<file path="src/sv/ledtmr_pkg.sv">
// ----------------------------------------------------------------------------
// ledtmr_pkg
// Shared types, sizes and command codes of the activity LED timer controller.
// ----------------------------------------------------------------------------
package ledtmr_pkg;

   localparam int NUM_LEDS       = 6;
   localparam int COUNT_BITS     = 16;
   localparam int ACTION_BITS    = 3;
   localparam int INDEX_BITS     = 3;
   localparam int AMOUNT_BITS    = 16;
   localparam int MASK_BITS      = 6;
   localparam int TICKS_BITS     = 16;
   localparam int CSR_INDEX_BITS = 1;
   localparam int REQ_DATA_BITS  = 24;
   localparam int RSP_DATA_BITS  = 8;

   localparam logic [TICKS_BITS-1:0] FLASH_TICKS_RESET = TICKS_BITS'(100);

   // Command codes.
   localparam logic [ACTION_BITS-1:0] ACT_ACTIVITY = 3'd0;
   localparam logic [ACTION_BITS-1:0] ACT_SET_ON   = 3'd1;
   localparam logic [ACTION_BITS-1:0] ACT_SET_OFF  = 3'd2;
   localparam logic [ACTION_BITS-1:0] ACT_ALL_ON   = 3'd3;
   localparam logic [ACTION_BITS-1:0] ACT_ALL_OFF  = 3'd4;
   localparam logic [ACTION_BITS-1:0] ACT_FLASH    = 3'd5;
   localparam logic [ACTION_BITS-1:0] ACT_TICK     = 3'd6;

   // Configuration register indexes.
   localparam logic [CSR_INDEX_BITS-1:0] CSR_FLASH_ON  = 1'd0;
   localparam logic [CSR_INDEX_BITS-1:0] CSR_FLASH_OFF = 1'd1;

   typedef logic [COUNT_BITS-1:0] count_type;
   typedef logic [TICKS_BITS-1:0] ticks_type;
   typedef logic [NUM_LEDS-1:0]   leds_type;

   typedef struct packed {
      logic [ACTION_BITS-1:0] action;
      logic [INDEX_BITS-1:0]  led_index;
      logic [AMOUNT_BITS-1:0] amount;
   } command_type;

   // Per-LED update result handed to the flash sequencer.
   typedef struct packed {
      logic     want;
      leds_type on_next;
   } led_status_type;

   typedef struct packed {
      leds_type shown;
      logic     draw;
      logic     flashing;
   } flash_result_type;

endpackage

</file>
<file path="src/sv/ledtmr_leds.sv">
// ----------------------------------------------------------------------------
// ledtmr_leds
// On bits and auto-off countdowns of all LEDs, updated in parallel per word.
// ----------------------------------------------------------------------------
module ledtmr_leds (
   input  logic                        clock,
   input  logic                        reset,
   input  logic                        fire,
   input  ledtmr_pkg::command_type     cmd,
   output ledtmr_pkg::led_status_type  status
);

   ledtmr_pkg::leds_type  led_on_ff;
   ledtmr_pkg::leds_type  led_on_in;
   ledtmr_pkg::count_type countdown_ff [ledtmr_pkg::NUM_LEDS];
   ledtmr_pkg::count_type countdown_in [ledtmr_pkg::NUM_LEDS];
   ledtmr_pkg::leds_type  sel;
   ledtmr_pkg::leds_type  expired;

   for (genvar i = 0; i < ledtmr_pkg::NUM_LEDS; i++) begin : g_led
      assign sel[i] = (32'(cmd.led_index) == i);

      always_comb begin
         led_on_in[i]    = led_on_ff[i];
         countdown_in[i] = countdown_ff[i];
         expired[i]      = 1'b0;
         case (cmd.action)
            ledtmr_pkg::ACT_ACTIVITY, ledtmr_pkg::ACT_SET_ON,
            ledtmr_pkg::ACT_SET_OFF: begin
               if (sel[i]) begin
                  led_on_in[i]    = (cmd.action != ledtmr_pkg::ACT_SET_OFF);
                  countdown_in[i] = (cmd.action == ledtmr_pkg::ACT_ACTIVITY) ?
                                    ledtmr_pkg::count_type'(cmd.amount) : '0;
               end
            end
            ledtmr_pkg::ACT_ALL_ON: begin
               led_on_in[i]    = 1'b1;
               countdown_in[i] = '0;
            end
            ledtmr_pkg::ACT_ALL_OFF: begin
               led_on_in[i]    = 1'b0;
               countdown_in[i] = '0;
            end
            ledtmr_pkg::ACT_TICK: begin
               if (countdown_ff[i] != '0) begin
                  countdown_in[i] = countdown_ff[i] - 1'b1;
                  if (countdown_ff[i] == ledtmr_pkg::count_type'(1)) begin
                     led_on_in[i] = 1'b0;
                     expired[i]   = 1'b1;
                  end
               end
            end
            default: begin
            end
         endcase
      end

      always_ff @(posedge clock) begin
         if (reset) begin
            led_on_ff[i]    <= 1'b0;
            countdown_ff[i] <= '0;
         end else if (fire) begin
            led_on_ff[i]    <= led_on_in[i];
            countdown_ff[i] <= countdown_in[i];
         end
      end
   end

   // A single-LED command only counts when its index names an existing LED.
   always_comb begin
      status.on_next = led_on_in;
      case (cmd.action)
         ledtmr_pkg::ACT_ACTIVITY, ledtmr_pkg::ACT_SET_ON,
         ledtmr_pkg::ACT_SET_OFF:  status.want = |sel;
         ledtmr_pkg::ACT_ALL_ON,
         ledtmr_pkg::ACT_ALL_OFF:  status.want = 1'b1;
         ledtmr_pkg::ACT_TICK:     status.want = |expired;
         default:                  status.want = 1'b0;
      endcase
   end

endmodule

</file>
<file path="src/sv/ledtmr_flash.sv">
// ----------------------------------------------------------------------------
// ledtmr_flash
// Flash-all sequencer and the displayed mask.
// ----------------------------------------------------------------------------
module ledtmr_flash (
   input  logic                          clock,
   input  logic                          reset,
   input  logic                          fire,
   input  ledtmr_pkg::command_type       cmd,
   input  ledtmr_pkg::led_status_type    status,
   input  ledtmr_pkg::ticks_type         flash_on_ticks,
   input  ledtmr_pkg::ticks_type         flash_off_ticks,
   output ledtmr_pkg::flash_result_type  result
);

   logic [ledtmr_pkg::AMOUNT_BITS-1:0] flashes_ff;
   logic [ledtmr_pkg::AMOUNT_BITS-1:0] flashes_in;
   logic [ledtmr_pkg::AMOUNT_BITS-1:0] flashes_dec;
   ledtmr_pkg::ticks_type              phase_ff;
   ledtmr_pkg::ticks_type              phase_in;
   logic                               lit_ff;
   logic                               lit_in;
   ledtmr_pkg::leds_type               shown_ff;
   ledtmr_pkg::leds_type               shown_in;
   logic                               draw;
   logic                               was_flashing;

   assign was_flashing = (flashes_ff != '0);
   assign flashes_dec  = flashes_ff - 1'b1;

   always_comb begin
      flashes_in = flashes_ff;
      phase_in   = phase_ff;
      lit_in     = lit_ff;
      shown_in   = shown_ff;
      draw       = 1'b0;
      case (cmd.action)
         ledtmr_pkg::ACT_FLASH: begin
            if (!was_flashing && cmd.amount != '0) begin
               flashes_in = cmd.amount;
               lit_in     = 1'b1;
               phase_in   = flash_on_ticks;
               shown_in   = '1;
               draw       = 1'b1;
            end
         end
         ledtmr_pkg::ACT_TICK: begin
            if (was_flashing) begin
               // A phase count of zero behaves as one and ends the phase now.
               if (phase_ff > ledtmr_pkg::ticks_type'(1)) begin
                  phase_in = phase_ff - 1'b1;
               end else if (lit_ff) begin
                  flashes_in = flashes_dec;
                  shown_in   = '0;
                  draw       = 1'b1;
                  lit_in     = 1'b0;
                  phase_in   = (flashes_dec != '0) ? flash_off_ticks : '0;
               end else begin
                  lit_in   = 1'b1;
                  phase_in = flash_on_ticks;
                  shown_in = '1;
                  draw     = 1'b1;
               end
            end
         end
         default: begin
         end
      endcase
      if (status.want && !was_flashing) begin
         shown_in = status.on_next;
         draw     = 1'b1;
      end
   end

   always_ff @(posedge clock) begin
      if (reset) begin
         flashes_ff <= '0;
         phase_ff   <= '0;
         lit_ff     <= 1'b0;
         shown_ff   <= '0;
      end else if (fire) begin
         flashes_ff <= flashes_in;
         phase_ff   <= phase_in;
         lit_ff     <= lit_in;
         shown_ff   <= shown_in;
      end
   end

   assign result.shown    = shown_in;
   assign result.draw     = draw;
   assign result.flashing = (flashes_in != '0);

endmodule

</file>
<file path="src/sv/activity_led_timer_controller.sv">
// ----------------------------------------------------------------------------
// activity_led_timer_controller
// Six status LEDs with auto-off countdowns and a flash-all sequence.
// ----------------------------------------------------------------------------
// Each command or millisecond tick word produces exactly one response word
// carrying the displayed mask, a refresh flag and the flashing flag. The block
// takes one word per clock: a word is registered, updated against the LED and
// flash state, and its response is registered in the output register. All
// countdowns decrement in parallel on a tick, so the rate is one word per
// cycle as long as the response side keeps up. Configuration writes to the
// flash phase lengths are taken in any cycle.
module activity_led_timer_controller (
   input  logic                                      clock,
   input  logic                                      reset,
   input  logic                                      req_tvalid,
   output logic                                      req_tready,
   // action [2:0]
   input  logic [ledtmr_pkg::ACTION_BITS-1:0]        req_tuser,
   // led_index [2:0], amount [18:3], zero [23:19]
   input  logic [ledtmr_pkg::REQ_DATA_BITS-1:0]      req_tdata,
   output logic                                      rsp_tvalid,
   input  logic                                      rsp_tready,
   // led_mask [5:0], refresh [6], flashing [7]
   output logic [ledtmr_pkg::RSP_DATA_BITS-1:0]      rsp_tdata,
   input  logic                                      csr_valid,
   output logic                                      csr_ready,
   input  logic [ledtmr_pkg::CSR_INDEX_BITS-1:0]     csr_index,
   input  logic [ledtmr_pkg::TICKS_BITS-1:0]         csr_data
);

   logic                             in_valid_ff;
   ledtmr_pkg::command_type          in_cmd_ff;
   logic                             advance;
   logic                             fire;
   logic                             rsp_valid_ff;
   logic [ledtmr_pkg::MASK_BITS-1:0] rsp_mask_ff;
   logic                             rsp_refresh_ff;
   logic                             rsp_flashing_ff;
   ledtmr_pkg::ticks_type            flash_on_ff;
   ledtmr_pkg::ticks_type            flash_off_ff;
   ledtmr_pkg::led_status_type       led_status;
   ledtmr_pkg::flash_result_type     flash_result;

   assign advance    = !rsp_valid_ff || rsp_tready;
   assign fire       = in_valid_ff && advance;
   assign req_tready = !in_valid_ff || advance;
   assign csr_ready  = 1'b1;

   always_ff @(posedge clock) begin
      if (reset) begin
         in_valid_ff <= 1'b0;
      end else if (req_tready) begin
         in_valid_ff <= req_tvalid;
      end
   end

   always_ff @(posedge clock) begin
      if (req_tready && req_tvalid) begin
         in_cmd_ff.action    <= req_tuser;
         in_cmd_ff.led_index <= req_tdata[2:0];
         in_cmd_ff.amount    <= req_tdata[18:3];
      end
   end

   always_ff @(posedge clock) begin
      if (reset) begin
         flash_on_ff  <= ledtmr_pkg::FLASH_TICKS_RESET;
         flash_off_ff <= ledtmr_pkg::FLASH_TICKS_RESET;
      end else if (csr_valid) begin
         case (csr_index)
            ledtmr_pkg::CSR_FLASH_ON:  flash_on_ff  <= csr_data;
            ledtmr_pkg::CSR_FLASH_OFF: flash_off_ff <= csr_data;
            default: begin
            end
         endcase
      end
   end

   ledtmr_leds u_leds (
      .clock  (clock),
      .reset  (reset),
      .fire   (fire),
      .cmd    (in_cmd_ff),
      .status (led_status)
   );

   ledtmr_flash u_flash (
      .clock           (clock),
      .reset           (reset),
      .fire            (fire),
      .cmd             (in_cmd_ff),
      .status          (led_status),
      .flash_on_ticks  (flash_on_ff),
      .flash_off_ticks (flash_off_ff),
      .result          (flash_result)
   );

   always_ff @(posedge clock) begin
      if (reset) begin
         rsp_valid_ff <= 1'b0;
      end else if (advance) begin
         rsp_valid_ff <= in_valid_ff;
      end
   end

   always_ff @(posedge clock) begin
      if (fire) begin
         rsp_mask_ff     <= ledtmr_pkg::MASK_BITS'(flash_result.shown);
         rsp_refresh_ff  <= flash_result.draw;
         rsp_flashing_ff <= flash_result.flashing;
      end
   end

   assign rsp_tvalid = rsp_valid_ff;
   assign rsp_tdata  = {rsp_flashing_ff, rsp_refresh_ff, rsp_mask_ff};

endmodule

</file>
<file path="config.mk">
export PLATFORM = sky130hd
export DESIGN_NAME = activity_led_timer_controller
export DESIGN_NICKNAME = d
export VERILOG_FILES = /design/src/sv/ledtmr_pkg.sv /design/src/sv/ledtmr_leds.sv /design/src/sv/ledtmr_flash.sv /design/src/sv/activity_led_timer_controller.sv
export SDC_FILE = /design/constraint.sdc
export NUM_CORES = 1
export LEC_CHECK = 0
export BUFFER_PORTS_ARGS = -buffer_cell sky130_fd_sc_hd__buf_2
export CAP_MARGIN = 15
export CORE_MARGIN = 1
export CORE_UTILIZATION = 50
export DETAILED_ROUTE_END_ITERATION = 12
export PLACE_DENSITY = 0.67
export SYNTH_ARGS = -nofsm -noshare
export SYNTH_HDL_FRONTEND = slang
export SYNTH_SLANG_ARGS = --single-unit
</file>
<file path="constraint.sdc">
create_clock -name clock -period 4.7 [get_ports clock]
set_input_delay 0.94 -clock clock [delete_from_list [all_inputs] [get_ports clock]]
set_output_delay 0.94 -clock clock [all_outputs]
set_load 0.02 [all_outputs]
</file>
-- Word level (Yosys, flattened, before mapping)
Memory sizes are Yosys's and may differ from the RTL's.
Cells that the tools add are included.
- add/subtract/negate cells: 8
- $mul: 0
- div/mod/pow operators: 0
- order comparisons: 1
- equal/unequal tests: 21
- shift-type cells: 0
- muxes and demuxes: 99
- bitwise operators: 7
- reduce and logical (&&, ||, !) cells: 30
- operators with widths (kind ; count):
    $mux 16 ; 28
    $pmux 16 s3 ; 6
    $reduce_bool 16->1 ; 10
    $sub 16x1->16 const B ; 8
    $eq 16x1->1 const B ; 6
    $pmux 16 s2 ; 2
    $mux 1 ; 48
    $mux 6 ; 5
    $pmux 1 s4 ; 6
    $gt 16x1->1 const B ; 1
    $eq 3x3->1 const B ; 5
    $eq 3x2->1 const B ; 4
    $pmux 6 s2 ; 1
    $reduce_or 6->1 ; 2
    $eq 3x1->1 const B ; 2
    $logic_not 3->1 ; 2
    $or 1x1->1 ; 6
    $reduce_and 5->1 ; 1
    $logic_and 1x1->1 ; 4
    $ne 2x1->1 const B ; 2
    $pmux 1 s2 ; 2
    $reduce_and 2->1 ; 2
    $reduce_and 4->1 ; 1
    $logic_not 1->1 ; 3
    other kinds (8) ; 9
- register bits after elaboration: 109
- bits in latches: 0
- memory bits (writable): 96
- memory bits (read-only): 0
- memories kept: 1
- memory list (memory ; depth ; bits a word ; rd ports ; clocked after Yosys merged registers in ; write ports ; line ; RTL):
    u_leds.countdown_ff ; 6 ; 16 ; 6 ; 0 ; 6 ; ledtmr_leds.sv:15 ; ledtmr_pkg::count_type countdown_ff [ledtmr_pkg::NUM_LEDS];

-- Depth between registers and ports, before layout
An unclocked memory read counts as a cell.
- depth after elaboration: 9
- gate-level depth with buffers: 14

-- By module
From an unflattened synthesis, not the netlist that was laid out.
- cells, all modules: 1249
- area, all modules: 11751.3 um^2
- by module, submodules not included (module ; instances ; cells an instance ; area each (um^2) ; sequential area each (um^2)):
    ledtmr_leds ; 1 ; 659 ; 6402.4 ; 3002.9
    ledtmr_flash ; 1 ; 424 ; 3034.2 ; 780.7
    activity_led_timer_controller ; 1 ; 166 ; 2314.7 ; 1581.5

-- Worst setup path before layout
Ideal clock, no wire load.
- kind: input to register
- start: input port rsp_tready
- end: memory u_leds.countdown_ff[2][16] (netlist name), enable pin
- library setup time: 0.399 ns
- arrival: 2.946 ns
- required time: 4.301 ns
- setup slack: 1.355 ns
- stages on the path: 8
- path through: nor2b_1 > nand2b_1 > clkbuf_1 > inv_1 > nand2b_1 > clkbuf_1 > nor2_1 > a41oi_1
- RTL lines (element ; line ; RTL):
    from (decl) ; activity_led_timer_controller.sv:22 ; input logic rsp_tready,
    to (decl) ; ledtmr_leds.sv:15 ;

-- Worst setup path in the final report
- start: register u_flash.flashes_ff[0] (netlist name)
- end: register u_flash.phase_ff[15]
- cells in the longest elaborated chain, start to end: 7
- elaborated cells between the ends (all ways): 13
- those cells by class: 1 x add/sub; 2 x eq/ne; 5 x mux; 5 x reduce/logical
- RTL lines (element ; line ; RTL):
    from (decl) ; ledtmr_flash.sv:16 ; logic [ledtmr_pkg::AMOUNT_BITS-1:0] flashes_ff;
    from (signal assigned) ; ledtmr_flash.sv:82 ; flashes_ff <= flashes_in;
    $sub 16x1->16 ; ledtmr_flash.sv:29 ; assign flashes_dec = flashes_ff - 1'b1;
    $reduce_bool 16->1 ; ledtmr_flash.sv:57 ; phase_in = (flashes_dec != '0) ? flash_off_ticks : '0;
    $mux 16 ; ledtmr_flash.sv:57 ;
    $mux 16 ; ledtmr_flash.sv:52 ; end else if (lit_ff) begin
    $mux 16 ; ledtmr_flash.sv:50 ; if (phase_ff > ledtmr_pkg::ticks_type'(1)) begin
    $mux 16 ; ledtmr_flash.sv:48 ; if (was_flashing) begin
    $pmux 16 s2 ; ledtmr_flash.sv:37 ; case (cmd.action)
    to (signal assigned) ; ledtmr_flash.sv:83 ; phase_ff <= phase_in;
    to (decl) ; ledtmr_flash.sv:19 ; ledtmr_pkg::ticks_type phase_ff;
Several ways; a longest one is shown, not always the timed one. The select of a mux whose other input is x is not followed.
A chain may end at the register's enable or synchronous reset.

==> results.md <==
* Relative slew slack at 28.52%
* Synth async-reset ratio at 0%
* # rows at 54
* Post-CTS Setup Bufs at 0
* Hold path depth at 2
* DR WL/cell at 19.50 um
* Worst setup EP type: flop
* RR Startpoint: u_flash.flashes_ff[0]
* Final Cycle Share at 76.81%
* Largest net degree at the start of global routing at 86
* Final worst slack at 1090 ps
* Cts bufs inserted at 24
* Die area at 23,430 um2
* Setup WS pre-CTS at 1211 ps
* Clock latency on the worst-skew pair at 520 ps
* Hold crit path type: flop to flop
* Die height at 153.1 um
* DRC at 0
* Ys Warns at 0
* Avg Synthesized Cell Area at 9.271 um2
* Synth cell types at 79
* P&R area growth vs syn at 10.97%
* Starting density of the core at 51.65%
* Synth Register Bits at 205
* Clk buf depth at 3
* Drt pass-1 iters at 5
* Routability Congestion at 0.9007
* Leakage Power at 4.438 nW
* NumNets Final at 1,332
* Final min period at 3610 ps
* Initial antenna violation count at 0
* CTS Sinks at 205
* Post-DP HPWL at 19.84 mm
* Main flop type after synthesis: edfxtp_1
* Vias in the first global route at 9,124
* R2R Path End: u_flash.phase_ff[15]
* Slew @ Worst Pin at 1072 ps
* Power per cell area at 357.8 nW/um2
* Reg2Reg Depth at 9
* CTS H-tree depth at 1
* Most common cell after layout, fill and taps aside: nand2_1
* I/O pin cnt at 60
* DRT met1 WL at 13.33 mm
* Share of post-route cells with drive strength above 1 at 9.937%
* Worst EP arrival at 3960 ps
* Cell Area, Synth at 11,410 um2
* Post-route antenna net violation count at 0
* Startpoint types: flop
* CP Max Fanout at 15
* Setup TNS Final at 0 ps
* Skew final at 14.06 ps
* Final hold violations at 0
* Synth Net Count at 1,303
* # diodes at 0
* RSZ-0062 raised after global routing: false
* Post-synth EDFFs at 126
* Drt first-iter violations at 819
* WHS Endpoint: flash_off_ff[1]
* Met3 routed WL at 1.703 mm
* Post-CTS Resized at 0
* R2R Setup Slk at 1090 ps
* Worst vdd ir at 0.0002844 V
* CTS root buf: clkbuf_16
* GRT overflow at 0
* Seq/Total Area, Yosys at 47.01%
* Final wirelength at 30.39 mm
* Final Setup Violations at 0
* Hold Startpoint: flash_off_ff[1]
* Tot GR Track Use at 26.22%
* Max Cap Violations at 0
* Kind of critical path: flop to flop
* CTS tree: done
* Worst endpoint required time at 5050 ps
* Vias at 9,483
* Status: completed
* CTS clock-pin slew for the worst setup and hold paths at 60 ps
* Port bufs at 53
* Routed wl met2 at 14.26 mm
* Core area at 22,090 um2
* Global-route wire length before repair at 48.75 mm
* Commonest cells after routing, fill and taps aside: 175 x nand2_1, 126 x edfxtp_1, 100 x nor2_1
* Die width at 153.1 um
* Post-Synthesis Cells at 1,231
* Max Clk Rate at 277.0 MHz
* Routed vias/inst at 6.087
* Hold_buf cts at 0
* Final slew viol count at 0
* Top layer in use: met4
## routing by layer
layer	vias to the layer above	global-route usage, %
li1	4616	-
met1	4507	35.18
met2	307	43.40
met3	53	2.920
met4	0	10.29
met5	-	0
## metrics by stage
stage / cells / total power, W / hold slack, ps / area (um2) / util (%)
detailed placement: 1513 / 0.002701 / 449.0 / 11870 / 53.74
global route: 1558 / 0.004684 / 476.3 / 12660 / 57.32
global placement: 1513 / 0.002691 / 445.9 / 11870 / 53.74
floorplan: 1231 / 0.002536 / 435.7 / 11410 / -
CTS: 1557 / 0.004547 / 457.7 / 12650 / 57.27
finish: 1558 / 0.004531 / 454.6 / 12660 / 57.32
## worst max-delay path by stage
stage	endpoint	from	slack [ps]
2_1_floorplan	u_leds.countdown_ff[2][16]	rsp_tready	1360
3_3_place_gp	u_flash.phase_ff[15]	u_flash.flashes_ff[0]	1250
3_5_place_dp	u_flash.phase_ff[15]	u_flash.flashes_ff[0]	1210
4_1_cts	u_flash.phase_ff[15]	u_flash.flashes_ff[0]	1170
5_1_grt	u_flash.phase_ff[15]	u_flash.flashes_ff[0]	830
6_report	u_flash.phase_ff[15]	u_flash.flashes_ff[0]	1090
## cell usage after synthesis, types with 4 or more instances
cell / count / share of area (%)
nor3b_1: 13 / 0.86
nand2_1: 176 / 5.8
inv_1: 26 / 0.86
a311oi_1: 9 / 0.69
nand3b_1: 19 / 1.2
o21a_1: 9 / 0.59
o21ai_0: 99 / 4.3
buf_2: 11 / 0.48
a221oi_1: 11 / 0.84
o211ai_1: 8 / 0.53
a31oi_1: 5 / 0.27
a32oi_1: 4 / 0.31
nor4_1: 37 / 2.0
ha_1: 23 / 2.5
clkbuf_1: 49 / 1.6
o21bai_1: 4 / 0.26
nor3_1: 52 / 2.3
o31ai_1: 7 / 0.46
o31a_1: 5 / 0.38
or4_1: 9 / 0.59
xor2_1: 43 / 3.3
or3_1: 13 / 0.71
buf_1: 4 / 0.13
dfxtp_1: 79 / 14
xnor2_1: 49 / 3.8
nand3_1: 19 / 0.83
and2_1: 8 / 0.44
a21oi_1: 84 / 3.7
o2111ai_1: 9 / 0.69
and3b_1: 5 / 0.38
edfxtp_1: 126 / 33
and4_1: 4 / 0.31
nand4_1: 13 / 0.71
nand2b_1: 10 / 0.55
nor2_1: 100 / 3.3
a211oi_1: 17 / 1.1
## flip-flops by register name, indices dropped and copies added (netlist names)
| name | cells |
|---|---|
| u_flash.flashes_ff | 16 |
| in_cmd_ff | 22 |
| u_leds.led_on_ff | 6 |
| rsp_mask_ff | 6 |
| in_valid_ff | 1 |
| u_flash.shown_ff | 6 |
| flash_off_ff | 16 |
| u_flash.phase_ff | 16 |
| u_flash.lit_ff | 1 |
| rsp_tvalid | 1 |
| rsp_refresh_ff | 1 |
| flash_on_ff | 16 |
| rsp_flashing_ff | 1 |
| u_leds.countdown_ff | 96 |
## area by class of cell
class / count / area [um2]
multi-input combinational: 931 / 5660
tap: 280 / 350.3
clock buffer: 35 / 683.2
fill: 1951 / 9429
timing repair buffer: 72 / 411.6
clock inverter: 9 / 96.34
sequential: 205 / 5365
inverter: 26 / 97.59
## critical path, cell delays in order (launching register included)
cell,delay [ps]
dfxtp_1,410
inv_1,140
ha_1,380
nor3b_1,640
nand2_1,340
o32ai_1,350
a22oi_1,170
nand2b_1,500
a32oi_1,400
a221oi_1,110
## power breakdown
part           leakage (nW)  switching [W]  internal [W]
clock                 0.383       0.000740       0.00112
sequential             1.92       0.000108       0.00203
combinational          2.13       0.000332      0.000206
## logic make-up after synthesis
group,share of synthesized area (%)
AND/OR/NAND/NOR,21.91
XOR/XNOR,7.061
flip-flops,47.01
other,0.03286
multiplexers,0.1754
AO/OA/AOI/OAI,17.87
adder cells (fa/ha/maj),2.522
buffers and inverters,3.421
Note: power is estimated with default switching activity, not from simulation.
